## src/rtl/core/pi_controller_clamped_macros.svh

```systemverilog
// Assertion macros for the clamped PI controller.
// Included by modules that check their own logic; expects clk and rst_n in scope.
`ifndef PI_CONTROLLER_CLAMPED_MACROS_SVH
`define PI_CONTROLLER_CLAMPED_MACROS_SVH

// Same-cycle implication, disabled during reset
`define PIC_ASSERT_IMPL(label, ante, cons, msg) \
  label: assert property (@(posedge clk) disable iff (!rst_n) (ante) |-> (cons)) \
    else $error(msg);

// Next-cycle implication, disabled during reset
`define PIC_ASSERT_NEXT(label, ante, cons, msg) \
  label: assert property (@(posedge clk) disable iff (!rst_n) (ante) |=> (cons)) \
    else $error(msg);

`endif

```

## src/rtl/core/pic_pkg.sv

```systemverilog
// Shared widths, codes, state types and interface structs of the clamped PI controller.
// No dependencies; used by pic_scale_unit and pi_controller_clamped.
`default_nettype none

package pic_pkg;

  // Field and register widths
  localparam int DataW    = 16;
  localparam int GainW    = 8;
  localparam int LimitW   = 15;
  localparam int IntegW   = 32;
  localparam int CfgIdxW  = 2;
  localparam int CfgDataW = 15;

  // Scale unit: product magnitude, scaled result and chunked divide sizes
  localparam int ProdW      = 40;
  localparam int ScaleW     = 34;
  localparam int ChunkW     = 20;
  localparam int NumChunks  = ProdW / ChunkW;
  localparam int RemW       = 7;
  localparam int PartW      = RemW + ChunkW;
  localparam int RecipW     = 28;
  localparam int RecipShift = 34;
  localparam int RecipProdW = PartW + RecipW;
  localparam int DivCntW    = 1;
  localparam int TermW      = 18;
  localparam int AccW       = IntegW + 3;
  localparam int CapW       = LimitW + 2;

  localparam logic [RemW-1:0] Divisor = RemW'(100);
  // Reciprocal of the divisor: ceil(2^RecipShift / 100)
  localparam logic [RecipW-1:0] Recip = RecipW'(171798692);

  // Configuration register indexes
  typedef enum logic [CfgIdxW-1:0] {
    REG_PROP_GAIN    = 2'd0,
    REG_INTEG_GAIN   = 2'd1,
    REG_TIME_STEP    = 2'd2,
    REG_OUTPUT_LIMIT = 2'd3
  } cfg_reg_t;

  // Scale unit sequencer
  typedef enum logic [2:0] {
    SC_IDLE,
    SC_MUL,
    SC_DIV,
    SC_REM,
    SC_FIN
  } scale_state_t;

  // Controller sequencer
  typedef enum logic [2:0] {
    ST_IDLE,
    ST_INTEG,
    ST_WAIT_INTEG,
    ST_PROP,
    ST_WAIT_PROP,
    ST_GAIN,
    ST_WAIT_GAIN,
    ST_OUT
  } ctl_state_t;

  // Request into the scale unit: operand * gain / 100
  typedef struct packed {
    logic                     start;
    logic signed [IntegW-1:0] operand;
    logic [GainW-1:0]         gain;
  } scale_req_t;

  // Response from the scale unit
  typedef struct packed {
    logic                     busy;
    logic                     done;
    logic signed [ScaleW-1:0] result;
  } scale_rsp_t;

endpackage

`default_nettype wire

```

## src/rtl/core/pic_scale_unit.sv

```systemverilog
// Shared scale unit: signed operand times unsigned gain, divided by 100 toward zero.
// A multiply step, then the magnitude is divided in two 20-bit chunks by reciprocal
// multiplication, a digit step and a remainder step per chunk. Uses pic_pkg.
`default_nettype none

module pic_scale_unit (
  input  wire logic                clk,
  input  wire logic                rst_n,
  input  wire pic_pkg::scale_req_t req,
  output pic_pkg::scale_rsp_t      rsp
);

  pic_pkg::scale_state_t state_r, state_nxt;

  logic signed [pic_pkg::IntegW-1:0]  opnd_r, opnd_nxt;
  logic [pic_pkg::GainW-1:0]          gain_r, gain_nxt;
  logic                               neg_r, neg_nxt;
  logic [pic_pkg::ProdW-1:0]          quo_r, quo_nxt;
  logic [pic_pkg::RemW-1:0]           rem_r, rem_nxt;
  logic [pic_pkg::PartW-1:0]          part_r, part_nxt;
  logic [pic_pkg::ChunkW-1:0]         digit_r, digit_nxt;
  logic [pic_pkg::DivCntW-1:0]        cnt_r, cnt_nxt;
  logic signed [pic_pkg::ScaleW-1:0]  result_r, result_nxt;
  logic                               done_r, done_nxt;

  logic signed [pic_pkg::IntegW+pic_pkg::GainW:0] prod;
  logic [pic_pkg::ProdW-1:0]          prod_mag;
  logic [pic_pkg::PartW-1:0]          part;
  logic [pic_pkg::RecipProdW-1:0]     recip_prod;
  logic [pic_pkg::PartW-1:0]          rem_full;
  logic [pic_pkg::ScaleW-1:0]         quo_trim;

  // Multiply: gain is zero-extended so the product stays signed
  assign prod     = opnd_r * $signed({1'b0, gain_r});
  assign prod_mag = prod[pic_pkg::IntegW+pic_pkg::GainW] ?
                    pic_pkg::ProdW'(-prod) : pic_pkg::ProdW'(prod);

  // Partial dividend: remainder so far followed by the next chunk of the magnitude
  assign part       = {rem_r, quo_r[pic_pkg::ProdW-1 -: pic_pkg::ChunkW]};
  // Quotient digit by reciprocal multiply; exact for partial dividends below 2^30
  assign recip_prod = pic_pkg::RecipProdW'(part) * pic_pkg::RecipProdW'(pic_pkg::Recip);
  // Remainder left by the registered digit
  assign rem_full   = part_r - pic_pkg::PartW'(digit_r) * pic_pkg::PartW'(pic_pkg::Divisor);
  assign quo_trim   = {1'b0, quo_r[pic_pkg::ScaleW-2:0]};

  // Sequencer and datapath next values
  always_comb begin
    state_nxt  = state_r;
    opnd_nxt   = opnd_r;
    gain_nxt   = gain_r;
    neg_nxt    = neg_r;
    quo_nxt    = quo_r;
    rem_nxt    = rem_r;
    part_nxt   = part_r;
    digit_nxt  = digit_r;
    cnt_nxt    = cnt_r;
    result_nxt = result_r;
    done_nxt   = 1'b0;
    unique case (state_r)
      pic_pkg::SC_IDLE: begin
        if (req.start) begin
          opnd_nxt  = req.operand;
          gain_nxt  = req.gain;
          state_nxt = pic_pkg::SC_MUL;
        end
      end
      pic_pkg::SC_MUL: begin
        neg_nxt   = prod[pic_pkg::IntegW+pic_pkg::GainW];
        quo_nxt   = prod_mag;
        rem_nxt   = '0;
        cnt_nxt   = pic_pkg::DivCntW'(pic_pkg::NumChunks - 1);
        state_nxt = pic_pkg::SC_DIV;
      end
      pic_pkg::SC_DIV: begin
        part_nxt  = part;
        digit_nxt = recip_prod[pic_pkg::RecipShift +: pic_pkg::ChunkW];
        state_nxt = pic_pkg::SC_REM;
      end
      pic_pkg::SC_REM: begin
        // Shift the digit into the quotient, keep the remainder for the next chunk
        rem_nxt = pic_pkg::RemW'(rem_full);
        quo_nxt = {quo_r[pic_pkg::ProdW-pic_pkg::ChunkW-1:0], digit_r};
        if (cnt_r == '0) begin
          state_nxt = pic_pkg::SC_FIN;
        end else begin
          cnt_nxt   = cnt_r - 1'b1;
          state_nxt = pic_pkg::SC_DIV;
        end
      end
      pic_pkg::SC_FIN: begin
        // Restore the sign: truncation toward zero falls out of dividing the magnitude
        result_nxt = neg_r ? -$signed(quo_trim) : $signed(quo_trim);
        done_nxt   = 1'b1;
        state_nxt  = pic_pkg::SC_IDLE;
      end
      default: begin
        state_nxt = pic_pkg::SC_IDLE;
      end
    endcase
  end

  // Control registers
  always_ff @(posedge clk) begin
    if (!rst_n) begin
      state_r <= pic_pkg::SC_IDLE;
      done_r  <= 1'b0;
    end else begin
      state_r <= state_nxt;
      done_r  <= done_nxt;
    end
  end

  // Datapath registers
  always_ff @(posedge clk) begin
    opnd_r   <= opnd_nxt;
    gain_r   <= gain_nxt;
    neg_r    <= neg_nxt;
    quo_r    <= quo_nxt;
    rem_r    <= rem_nxt;
    part_r   <= part_nxt;
    digit_r  <= digit_nxt;
    cnt_r    <= cnt_nxt;
    result_r <= result_nxt;
  end

  assign rsp.busy   = (state_r != pic_pkg::SC_IDLE);
  assign rsp.done   = done_r;
  assign rsp.result = result_r;

endmodule

`default_nettype wire

```

## src/rtl/core/pi_controller_clamped.sv

```systemverilog
// Clamped PI controller, top level: configuration registers, integral state and sequencer.
// Depends on pic_pkg, pic_scale_unit and pi_controller_clamped_macros.svh.
//
// Each input transaction carries a target and a measured value and yields one drive
// transaction. The error is saturated to 16 bits; the integral gains error*time_step/100,
// is capped at 3*output_limit and saturates at the 32-bit minimum; the drive is
// prop_gain*error/100 + integ_gain*integral/100, capped at output_limit and saturated at
// -32768, all divisions truncating toward zero. The three scaled products go one after
// another through a single multiply-and-divide-by-100 unit that divides the 40-bit
// magnitude in two 20-bit chunks by reciprocal multiplication. Each product passes through
// a start, a multiply, a digit and a remainder step per chunk, a sign restore and a
// response, and the drive then passes through the output state before the next acceptance.
// in_ready is high only while the sequencer is idle; a finished drive waits in
// the output register and the next input may be taken meanwhile, but a drive that finds
// the output register still full stalls the sequencer until out_ready. Any configuration
// write clears the integral; write only while the block is idle.
`default_nettype none

module pi_controller_clamped (
  input  wire logic                                clk,
  input  wire logic                                rst_n,
  // Configuration write port
  input  wire logic                                cfg_wr_en,
  input  wire logic [pic_pkg::CfgIdxW-1:0]         cfg_index,
  input  wire logic [pic_pkg::CfgDataW-1:0]        cfg_data,
  // Input channel
  input  wire logic                                in_valid,
  output logic                                     in_ready,
  input  wire logic signed [pic_pkg::DataW-1:0]    in_target_value,
  input  wire logic signed [pic_pkg::DataW-1:0]    in_measured_value,
  // Result channel
  output logic                                     out_valid,
  input  wire logic                                out_ready,
  output logic signed [pic_pkg::DataW-1:0]         out_drive
);

  localparam logic signed [pic_pkg::AccW-1:0] AccMin =
    {{(pic_pkg::AccW - pic_pkg::IntegW + 1){1'b1}}, {(pic_pkg::IntegW - 1){1'b0}}};
  localparam logic signed [pic_pkg::AccW-1:0] DriveMin =
    {{(pic_pkg::AccW - pic_pkg::DataW + 1){1'b1}}, {(pic_pkg::DataW - 1){1'b0}}};
  localparam logic signed [pic_pkg::DataW:0] ErrMax =
    {2'b00, {(pic_pkg::DataW - 1){1'b1}}};
  localparam logic signed [pic_pkg::DataW:0] ErrMin =
    {2'b11, {(pic_pkg::DataW - 1){1'b0}}};

  pic_pkg::ctl_state_t state_r, state_nxt;

  logic [pic_pkg::GainW-1:0]          prop_gain_r, prop_gain_nxt;
  logic [pic_pkg::GainW-1:0]          integ_gain_r, integ_gain_nxt;
  logic [pic_pkg::GainW-1:0]          time_step_r, time_step_nxt;
  logic [pic_pkg::LimitW-1:0]         output_limit_r, output_limit_nxt;
  logic signed [pic_pkg::IntegW-1:0]  integral_r, integral_nxt;
  logic signed [pic_pkg::DataW-1:0]   err_r, err_nxt;
  logic signed [pic_pkg::TermW-1:0]   term_p_r, term_p_nxt;
  logic signed [pic_pkg::DataW-1:0]   drive_r, drive_nxt;
  logic signed [pic_pkg::DataW-1:0]   out_drive_r, out_drive_nxt;
  logic                               out_valid_r, out_valid_nxt;

  pic_pkg::scale_req_t scale_req;
  pic_pkg::scale_rsp_t scale_rsp;

  logic signed [pic_pkg::DataW:0]     diff;
  logic signed [pic_pkg::DataW-1:0]   err_sat;
  logic [pic_pkg::CapW-1:0]           cap;
  logic signed [pic_pkg::AccW-1:0]    cap_acc;
  logic signed [pic_pkg::AccW-1:0]    acc;
  logic signed [pic_pkg::AccW-1:0]    acc_sat;
  logic signed [pic_pkg::AccW-1:0]    limit_acc;
  logic signed [pic_pkg::AccW-1:0]    sum;
  logic signed [pic_pkg::AccW-1:0]    sum_sat;
  logic signed [pic_pkg::IntegW-1:0]  cap_ext;
  logic signed [pic_pkg::DataW-1:0]   limit_ext;

  // Error, saturated to the field range
  assign diff    = {in_target_value[pic_pkg::DataW-1], in_target_value}
                 - {in_measured_value[pic_pkg::DataW-1], in_measured_value};
  assign err_sat = (diff > ErrMax) ? pic_pkg::DataW'(ErrMax) :
                   (diff < ErrMin) ? pic_pkg::DataW'(ErrMin) : pic_pkg::DataW'(diff);

  // Integral cap is three times the output limit
  assign cap       = pic_pkg::CapW'({output_limit_r, 1'b0}) + pic_pkg::CapW'(output_limit_r);
  assign cap_acc   = $signed(pic_pkg::AccW'(cap));
  assign limit_acc = $signed(pic_pkg::AccW'(output_limit_r));
  assign cap_ext   = $signed(pic_pkg::IntegW'(cap));
  assign limit_ext = $signed({1'b0, output_limit_r});

  // Integral update with cap above and 32-bit floor below
  assign acc     = pic_pkg::AccW'(integral_r) + pic_pkg::AccW'(scale_rsp.result);
  assign acc_sat = (acc > cap_acc) ? cap_acc : (acc < AccMin) ? AccMin : acc;

  // Drive sum with cap above and 16-bit floor below
  assign sum     = pic_pkg::AccW'(term_p_r) + pic_pkg::AccW'(scale_rsp.result);
  assign sum_sat = (sum > limit_acc) ? limit_acc : (sum < DriveMin) ? DriveMin : sum;

  // Operand and gain for the shared scale unit
  always_comb begin
    scale_req.start   = 1'b0;
    scale_req.operand = pic_pkg::IntegW'(err_r);
    scale_req.gain    = time_step_r;
    case (state_r)
      pic_pkg::ST_INTEG: begin
        scale_req.start = 1'b1;
      end
      pic_pkg::ST_PROP: begin
        scale_req.start = 1'b1;
        scale_req.gain  = prop_gain_r;
      end
      pic_pkg::ST_GAIN: begin
        scale_req.start   = 1'b1;
        scale_req.operand = integral_r;
        scale_req.gain    = integ_gain_r;
      end
      default: begin
      end
    endcase
  end

  pic_scale_unit u_scale (
    .clk (clk),
    .rst_n (rst_n),
    .req (scale_req),
    .rsp (scale_rsp)
  );

  // Sequencer, configuration and datapath next values
  always_comb begin
    state_nxt        = state_r;
    prop_gain_nxt    = prop_gain_r;
    integ_gain_nxt   = integ_gain_r;
    time_step_nxt    = time_step_r;
    output_limit_nxt = output_limit_r;
    integral_nxt     = integral_r;
    err_nxt          = err_r;
    term_p_nxt       = term_p_r;
    drive_nxt        = drive_r;
    out_drive_nxt    = out_drive_r;
    out_valid_nxt    = out_valid_r;

    // Drop the result once taken
    if (out_valid_r && out_ready) begin
      out_valid_nxt = 1'b0;
    end

    unique case (state_r)
      pic_pkg::ST_IDLE: begin
        if (in_valid) begin
          err_nxt   = err_sat;
          state_nxt = pic_pkg::ST_INTEG;
        end
      end
      pic_pkg::ST_INTEG: begin
        state_nxt = pic_pkg::ST_WAIT_INTEG;
      end
      pic_pkg::ST_WAIT_INTEG: begin
        if (scale_rsp.done) begin
          integral_nxt = pic_pkg::IntegW'(acc_sat);
          state_nxt    = pic_pkg::ST_PROP;
        end
      end
      pic_pkg::ST_PROP: begin
        state_nxt = pic_pkg::ST_WAIT_PROP;
      end
      pic_pkg::ST_WAIT_PROP: begin
        if (scale_rsp.done) begin
          term_p_nxt = pic_pkg::TermW'(scale_rsp.result);
          state_nxt  = pic_pkg::ST_GAIN;
        end
      end
      pic_pkg::ST_GAIN: begin
        state_nxt = pic_pkg::ST_WAIT_GAIN;
      end
      pic_pkg::ST_WAIT_GAIN: begin
        if (scale_rsp.done) begin
          drive_nxt = pic_pkg::DataW'(sum_sat);
          state_nxt = pic_pkg::ST_OUT;
        end
      end
      pic_pkg::ST_OUT: begin
        // Hold until the output register is free
        if (!out_valid_r || out_ready) begin
          out_drive_nxt = drive_r;
          out_valid_nxt = 1'b1;
          state_nxt     = pic_pkg::ST_IDLE;
        end
      end
    endcase

    // Store a configuration register and clear the integral
    if (cfg_wr_en) begin
      integral_nxt = '0;
      unique case (pic_pkg::cfg_reg_t'(cfg_index))
        pic_pkg::REG_PROP_GAIN:    prop_gain_nxt    = pic_pkg::GainW'(cfg_data);
        pic_pkg::REG_INTEG_GAIN:   integ_gain_nxt   = pic_pkg::GainW'(cfg_data);
        pic_pkg::REG_TIME_STEP:    time_step_nxt    = pic_pkg::GainW'(cfg_data);
        pic_pkg::REG_OUTPUT_LIMIT: output_limit_nxt = pic_pkg::LimitW'(cfg_data);
      endcase
    end
  end

  // Control and state registers
  always_ff @(posedge clk) begin
    if (!rst_n) begin
      state_r        <= pic_pkg::ST_IDLE;
      prop_gain_r    <= '0;
      integ_gain_r   <= '0;
      time_step_r    <= '0;
      output_limit_r <= '0;
      integral_r     <= '0;
      out_valid_r    <= 1'b0;
    end else begin
      state_r        <= state_nxt;
      prop_gain_r    <= prop_gain_nxt;
      integ_gain_r   <= integ_gain_nxt;
      time_step_r    <= time_step_nxt;
      output_limit_r <= output_limit_nxt;
      integral_r     <= integral_nxt;
      out_valid_r    <= out_valid_nxt;
    end
  end

  // Payload registers
  always_ff @(posedge clk) begin
    err_r       <= err_nxt;
    term_p_r    <= term_p_nxt;
    drive_r     <= drive_nxt;
    out_drive_r <= out_drive_nxt;
  end

  assign in_ready  = (state_r == pic_pkg::ST_IDLE);
  assign out_valid = out_valid_r;
  assign out_drive = out_drive_r;

  // Checks
  `include "pi_controller_clamped_macros.svh"

  `PIC_ASSERT_IMPL(a_integ_under_cap, 1'b1, integral_r <= cap_ext, "integral above cap")
  `PIC_ASSERT_IMPL(a_drive_under_limit, out_valid, out_drive <= limit_ext, "drive above limit")
  `PIC_ASSERT_IMPL(a_scale_start_idle, scale_req.start, !scale_rsp.busy, "scale unit restarted")
  `PIC_ASSERT_NEXT(a_accept_starts, in_valid && in_ready, state_r == pic_pkg::ST_INTEG, "no start")

endmodule

`default_nettype wire
```

## config.mk

```make
export PLATFORM = sky130hd
export DESIGN_NAME = pi_controller_clamped
export DESIGN_NICKNAME = d
export VERILOG_FILES = /design/src/rtl/core/pic_pkg.sv /design/src/rtl/core/pic_scale_unit.sv /design/src/rtl/core/pi_controller_clamped.sv
export VERILOG_INCLUDE_DIRS = /design/src /design/src/rtl/core
export SDC_FILE = /design/constraint.sdc
export NUM_CORES = 2
export LEC_CHECK = 0
export ABC_AREA = 1
export ABC_CLOCK_PERIOD_IN_PS = 16400
export BUFFER_PORTS_ARGS = -buffer_cell sky130_fd_sc_hd__buf_2
export CAP_MARGIN = 10
export CELL_PAD_IN_SITES_DETAIL_PLACEMENT = 0
export CELL_PAD_IN_SITES_GLOBAL_PLACEMENT = 1
export CORE_ASPECT_RATIO = 2
export CORE_UTILIZATION = 54
export DETAILED_ROUTE_END_ITERATION = 8
export GPL_TIMING_DRIVEN = 0
export HOLD_SLACK_MARGIN = 0.05
export PLACE_DENSITY = 0.94
export REMOVE_ABC_BUFFERS = 1
export SETUP_SLACK_MARGIN = 0.3
export SKIP_LAST_GASP = 1
export SYNTH_ARGS = -nofsm -noshare
export SYNTH_HDL_FRONTEND = slang
export SYNTH_HIERARCHICAL = 1
export SYNTH_SLANG_ARGS = --single-unit
```

## constraint.sdc

```tcl
create_clock -name clk -period 16.4 [get_ports clk]
set_clock_uncertainty 0.1 [all_clocks]
set_input_delay 3.28 -clock clk [delete_from_list [all_inputs] [get_ports clk]]
set_output_delay 3.28 -clock clk [all_outputs]
set_load 0.05 [all_outputs]
```

# == After elaboration in Yosys (flattened, before gate mapping) ==
# Cells that the tools add are included.
# classes
bitwise_logic,1
eq_ne,20
n_reduce_logical,20
n_lt_le_gt_ge,6
mux,27
mul,3
n_addsub,8
# op_table
operator,n
2-to-1 mux 32 bit,3
one-hot mux 40 bit (2 select lines),1
"multiplier 27 x 26 -> 52 bit, second input constant",1
multiplier 32 x 9 -> 41 bit,1
2-to-1 mux 40 bit,1
negator 40 bit,1
adder 18 x 34 -> 35 bit,1
adder 32 x 34 -> 35 bit,1
greater-than comparator 35 x 16 -> 1 bit,1
greater-than comparator 35 x 18 -> 1 bit,1
"less-than comparator 35 x 16 -> 1 bit, second input constant",1
"less-than comparator 35 x 32 -> 1 bit, second input constant",1
negator 33 -> 34 bit,1
2-to-1 mux 33 bit,1
2-to-1 mux 16 bit,2
one-hot mux 3 bit (8 select lines),1
2-to-1 mux 3 bit,7
"multiplier 20 x 5 -> 5 bit, second input constant",1
AND reduction 2 bit,10
adder 16 x 15 -> 17 bit,1
"greater-than comparator 17 x 16 -> 1 bit, second input constant",1
"less-than comparator 17 x 16 -> 1 bit, second input constant",1
subtractor 16 x 16 -> 17 bit,1
one-hot mux 8 bit (2 select lines),1
24 further kinds,43
# word_totals
reg_bits,295
inputBits,54
word_cells,109
out_inout_bits,18

# == Logic depth before layout (Yosys ltp) ==
# depth
depth_word,5
ltp_mapped,33
ltp_nobuf,32

# == Cells and area by module ==
# The synthesis kept the hierarchy.
# modules_own_cells
module,cells_per_inst,n_inst,area_each_um2
pic_scale_unit,3572,1,29578.4
pi_controller_clamped,2016,1,13311.5

# == Worst setup path after synthesis ==
# Ideal clock, no wire load.
# synth_path
path_kind,register to register
start,reg u_scale/quo_r[28] (netlist bit)
end,reg u_scale/digit_r[17] (netlist bit) (data pin)
stages_incl_launch_ff,24
t_arrival_ns,5.555
setup_time_ns,0.260
required_ns,16.040
setup_slack_ns,10.485
cell_sequence,edfxtp_1 > ha_1 > inv_1 > fa_1 > inv_1 > fa_1 > inv_1 > fa_1 > inv_1 > fa_1 > fa_1 > inv_1 > fa_1 > inv_1 > ha_1 > a21oi_1 > inv_1 > a31oi_1 > o21ai_0 > a21oi_1 > o21ai_0 > nand3b_1 > nand2_1 > xor2_1
# synth_via
elab_chain_cells,1
# synth_rtl
item,line,text
from (decl),pic_scale_unit.sv:18,"logic [pic_pkg::ProdW-1:0] quo_r, quo_nxt;"
from (signal assigned),pic_scale_unit.sv:118,quo_r <= quo_nxt;
multiplier 27 x 26 -> 52 bit,pic_scale_unit.sv:41,assign recip_prod = pic_pkg::RecipProdW'(part) * pic_pkg::RecipProdW'(pic_pkg::Recip);
"via u_scale.recip_prod, one bit",pic_scale_unit.sv:29,logic [pic_pkg::RecipProdW-1:0] recip_prod;
to (signal assigned),pic_scale_unit.sv:121,digit_r <= digit_nxt;
to (decl),pic_scale_unit.sv:21,"logic [pic_pkg::ChunkW-1:0] digit_r, digit_nxt;"
# The timed path passes the listed nets, and every way through them passes these cells.
# A chain may end at the register's enable or synchronous reset.

# == Worst setup path in the final report ==
# layout_path
start,reg u_scale/quo_r[35] (netlist bit)
end,reg u_scale/digit_r[13] (netlist bit) (data pin)
# The elaborated chain is that of the path after synthesis.

==> impl_summary.md <==
GRT
Entering global routing, the biggest net connects 43 pins. The number of global-route vias before repair is 38210. The number of antenna violations at the first check in global routing is 1. The global routing stage identified its most utilized layer as met2. Global routing used 31.45% of the available met1 tracks. Summed over all layers, the global routing overflow is 0. The first global-routing pass estimated 207600 microns of wire.

The met2 track demand over resource in global routing is 63.05%. In the global route stage, met3 resource usage came out at under 10%. The total routing usage reported by global routing is 33.83%.

Timing
In this run the tightest slew margin relative to its limit is 18.99%. Setup violations remaining at the end of the flow were counted as 0. Final hold analysis gives a worst-case slack of between 0.3 and 0.4 ns.

The worst path needs 7.787 ns of the cycle, external delays included. Setup repair after global routing left no endpoint under its margin. The achievable frequency is 128.4 MHz. The number of hold violations in the final report is 0. The max-slew violation total from the final report came to 0.

The slew of the pin with the lowest slew margin is 1.203 ns. The worst path uses between 40% and 50% of the clock period. The setup TNS is 0 ns.

Run status
The run finished with clean final reports.

Synthesis
The synthesized netlist devotes 6.727% of its cell area to compound gates. After Yosys synthesis, and, or, nand and nor cells account for approximately 21% of the synthesized area. The register bit total from synthesis is 295.

In this run the biggest area consumer among cell types represents 21.05% of the synthesized area. Counting flops with an async set or reset pin after synthesis yields a share of 0%. The cell area after synthesis is roughly 43000 sq um. Sequential elements use 18.81% of the synthesized area. The fraction of synthesized cell area in xor and xnor cells is ~3.2%. In the synthesized netlist, the cells that appear most often are 1338 x nand2_1, 1295 x inv_1, 536 x ha_1. During synthesis, Yosys emitted a total of 6 warnings. The primary flip-flop cell chosen by synthesis mapping is edfxtp_1. The number of cells produced by synthesis is between 5000 and 6000. After synthesis, the share of cell area in mux cells is 0.3676%. The largest area contributor in the synthesized netlist is fa_1. The synthesized netlist devotes 36.69% of its cell area to adder and majority cells.

Synthesis instantiated 56 different standard cells from the library. Each instance of the synthesized netlist takes up on average around 7.7 sq um. After synthesis, the cell types taking the most area are fa_1 21%, ha_1 16%, edfxtp_1 15%. nand2_1 is the most common cell in the netlist. By area, the combinational part of the netlist is dominated by adder cells.

The number of enable flip-flop cells after synthesis is approximately 220.

Placement
The wire-length estimate of the detail-placed layout is 112900 microns. The total of buffers placed on input and output ports is 71. The last weighted congestion value of the routability-driven placer is 1.008.

Floorplan
The floorplan step defined a die boundary enclosing 80620 sq um. The number of ports placed on the die boundary is 72. Measured along the y axis, the die boundary spans 400.6 microns. The floorplan row count is 145. For this configuration, the core starts out at a cell density of 54.72%. The area inside the core boundary is 78380 sq um. In this run the horizontal extent of the chip is 201.3 microns.

Cells and area
At the end of the flow, the number of nets in the layout was 6641. The total inserted antenna cells is 0. The area growth from synthesis to layout is 6.144%. Of the cells placed in the final design, the portion with a size suffix greater than 1 is 4.837%.

Worst setup path
The critical path is of the reg -> reg type. The worst setup path is captured at a flip-flop. For this run, the slowest stage of the critical path takes 0.86 ns. The most numerous cell on the critical path is fa_1. The critical path contains buffers and inverters numbering 5 combined. For the worst setup path, the data arrival time is ~8.0 ns. The number of cell instances on the worst register-to-register path is 19. Of all nets on the critical path, the largest fanout is 9. Data on the critical path is required at its endpoint by between 15 and 20 ns.

The standard cell with the maximum stage delay on the critical path is edfxtp_1. On the critical path the largest part of the delay comes from adder cells. The critical path depth in cells is 19.

Traced cell by cell, the critical path runs through ha_1 -> fa_1 -> inv_1 -> fa_1 -> inv_1 -> fa_1 -> fa_1 -> fa_1 -> inv_1 -> fa_1 -> inv_1 -> ha_1 -> a21oi_1 -> inv_1 -> a31oi_1 -> o21ai_0 -> a221oi_1 -> nand3_1 -> xor2_1. The type of element launching the critical path is a flip-flop.

Route
The total wire length is 133100 microns. Dividing the detail-routed wire length by the instance count gives 20.01 microns. The first-pass iteration count of the detailed router is 5. The number of DRC violations after detailed-routing iteration 0 is 2074. The routed layout has around 36000 vias. The number of nets still failing antenna checks after routing is 0. After detailed routing, the number of remaining DRC violations is 0. Using the TritonRoute via totals, the vias-per-cell ratio works out to ~5.4.

Clock network
The clock input transition at the sequential cells of the worst setup and hold paths is 0.07 ns. CTS built an H-tree with a depth of 1. In this run, post-CTS hold repair placed 0 buffers.

The longest clock path from root to sink contains 3 buffers. Post-CTS timing repair inserted 0 buffers for setup. The TritonCTS clock tree is done. The CTS sink count is just under 300. The number of cells upsized or downsized after cts is 0. In this run the clock root is driven by a clkbuf_16.

The clock insertion delay at the later pin of the skew report is 0.61 ns. The TritonCTS buffer count is 29.

Hold path
The worst hold path class is reg -> reg. The number of cells on the worst hold path is 0.

Job
The max-cap check violation count is 0.
area by class of cell:
type,count,area (sq um)
fill,7356,32850
multi-input combinational,3873,29410
sequential,295,8068
inverter,1308,4910
tap,1029,1287
timing repair buffer,93,847.1
clock buffer,31,764.5
clock inverter,23,236.5
worst paths after layout:
| kind | start | to | slack [ns] |
|---|---|---|---|
| min reg2reg | drive_r[14]$_DFFE_PP_ | out_drive[14]$_DFFE_PP_ | 0.33 |
| max | u_scale/quo_r[35]$_DFFE_PP_ | u_scale/digit_r[13]$_DFFE_PP_ | 8.61 |
| max reg2reg | u_scale/quo_r[35]$_DFFE_PP_ | u_scale/digit_r[13]$_DFFE_PP_ | 8.61 |
| min | drive_r[14]$_DFFE_PP_ | out_drive[14]$_DFFE_PP_ | 0.33 |
stage by stage:
| step | utilization [%] | setup WS, ns | instances | cell area (sq um) |
|---|---|---|---|---|
| 2_1_floorplan | - | 10.45 | 5476 | 42350 |
| 3_3_place_gp | 56.13 | 8.867 | 6576 | 43990 |
| 3_5_place_dp | 56.72 | 8.849 | 6595 | 44450 |
| 4_1_cts | 58.00 | 8.811 | 6649 | 45450 |
| 5_1_grt | 58.09 | 8.711 | 6652 | 45520 |
| 6_report | 58.09 | 8.613 | 6652 | 45520 |
worst register-to-register path, stage by stage (launching register included):
cell      delay [ns]
edfxtp_1        0.86
ha_1            0.53
fa_1            0.61
inv_1           0.07
fa_1            0.51
inv_1           0.05
fa_1            0.42
fa_1            0.52
fa_1            0.55
inv_1           0.06
fa_1            0.53
inv_1           0.05
ha_1            0.31
a21oi_1         0.15
inv_1           0.08
a31oi_1         0.41
o21ai_0         0.21
a221oi_1        0.75
nand3_1         0.46
xor2_1          0.30
cell families (layout without fill, tap and decap cells):
family | after synthesis | after routing
AO/OA/AOI/OAI | 525 | 525
multiplexers | 14 | 14
adder cells (fa/ha/maj) | 987 | 987
AND/OR/NAND/NOR | 2190 | 2190
buffers and inverters | 1420 | 1455
XOR/XNOR | 157 | 157
flip-flops | 295 | 295
state kept, by name, indices dropped and copies added (netlist names), 18 cells and up:
| signal | count |
|---|---|
| integral_r | 32 |
| u_scale/quo_r | 40 |
| u_scale/result_r | 34 |
| u_scale/opnd_r | 32 |
| u_scale/digit_r | 20 |
| term_p_r | 18 |
cell usage in the layout (no fill, tap or decap), types with 11 or more instances in the layout:
cell type / synthesis / final
fa_1: 451 / 451
nor3_1: 46 / 44
buf_2: 12 / 71
nand3_1: 262 / 262
xnor2_1: 46 / 46
xor2_1: 110 / 110
a31oi_1: 19 / 19
o21a_1: 14 / 14
nand2_2: 25 / 25
mux2_2: 14 / 14
o21ai_0: 164 / 164
buf_16: 0 / 13
inv_2: 10 / 11
edfxtp_1: 216 / 216
ha_1: 536 / 536
nand4_1: 58 / 58
nand3b_1: 20 / 20
dfxtp_1: 79 / 79
a21oi_1: 250 / 250
nor2_1: 369 / 361
o211ai_1: 15 / 15
nor2_2: 29 / 35
clkbuf_16: 0 / 30
nand2_1: 1338 / 1338
nand3_2: 16 / 16
inv_1: 1295 / 1294
o21bai_1: 14 / 14
routing by layer:
layer	share of wire, %	up-vias
li1	-	17350
met1	32	17170
met2	52	1158
met3	4.0	546
met4	12	0
met5	0	-
Power is left out: the tool's default activity adds up to more than one toggle a clock period on the data nets, which glitch-free logic cannot reach.
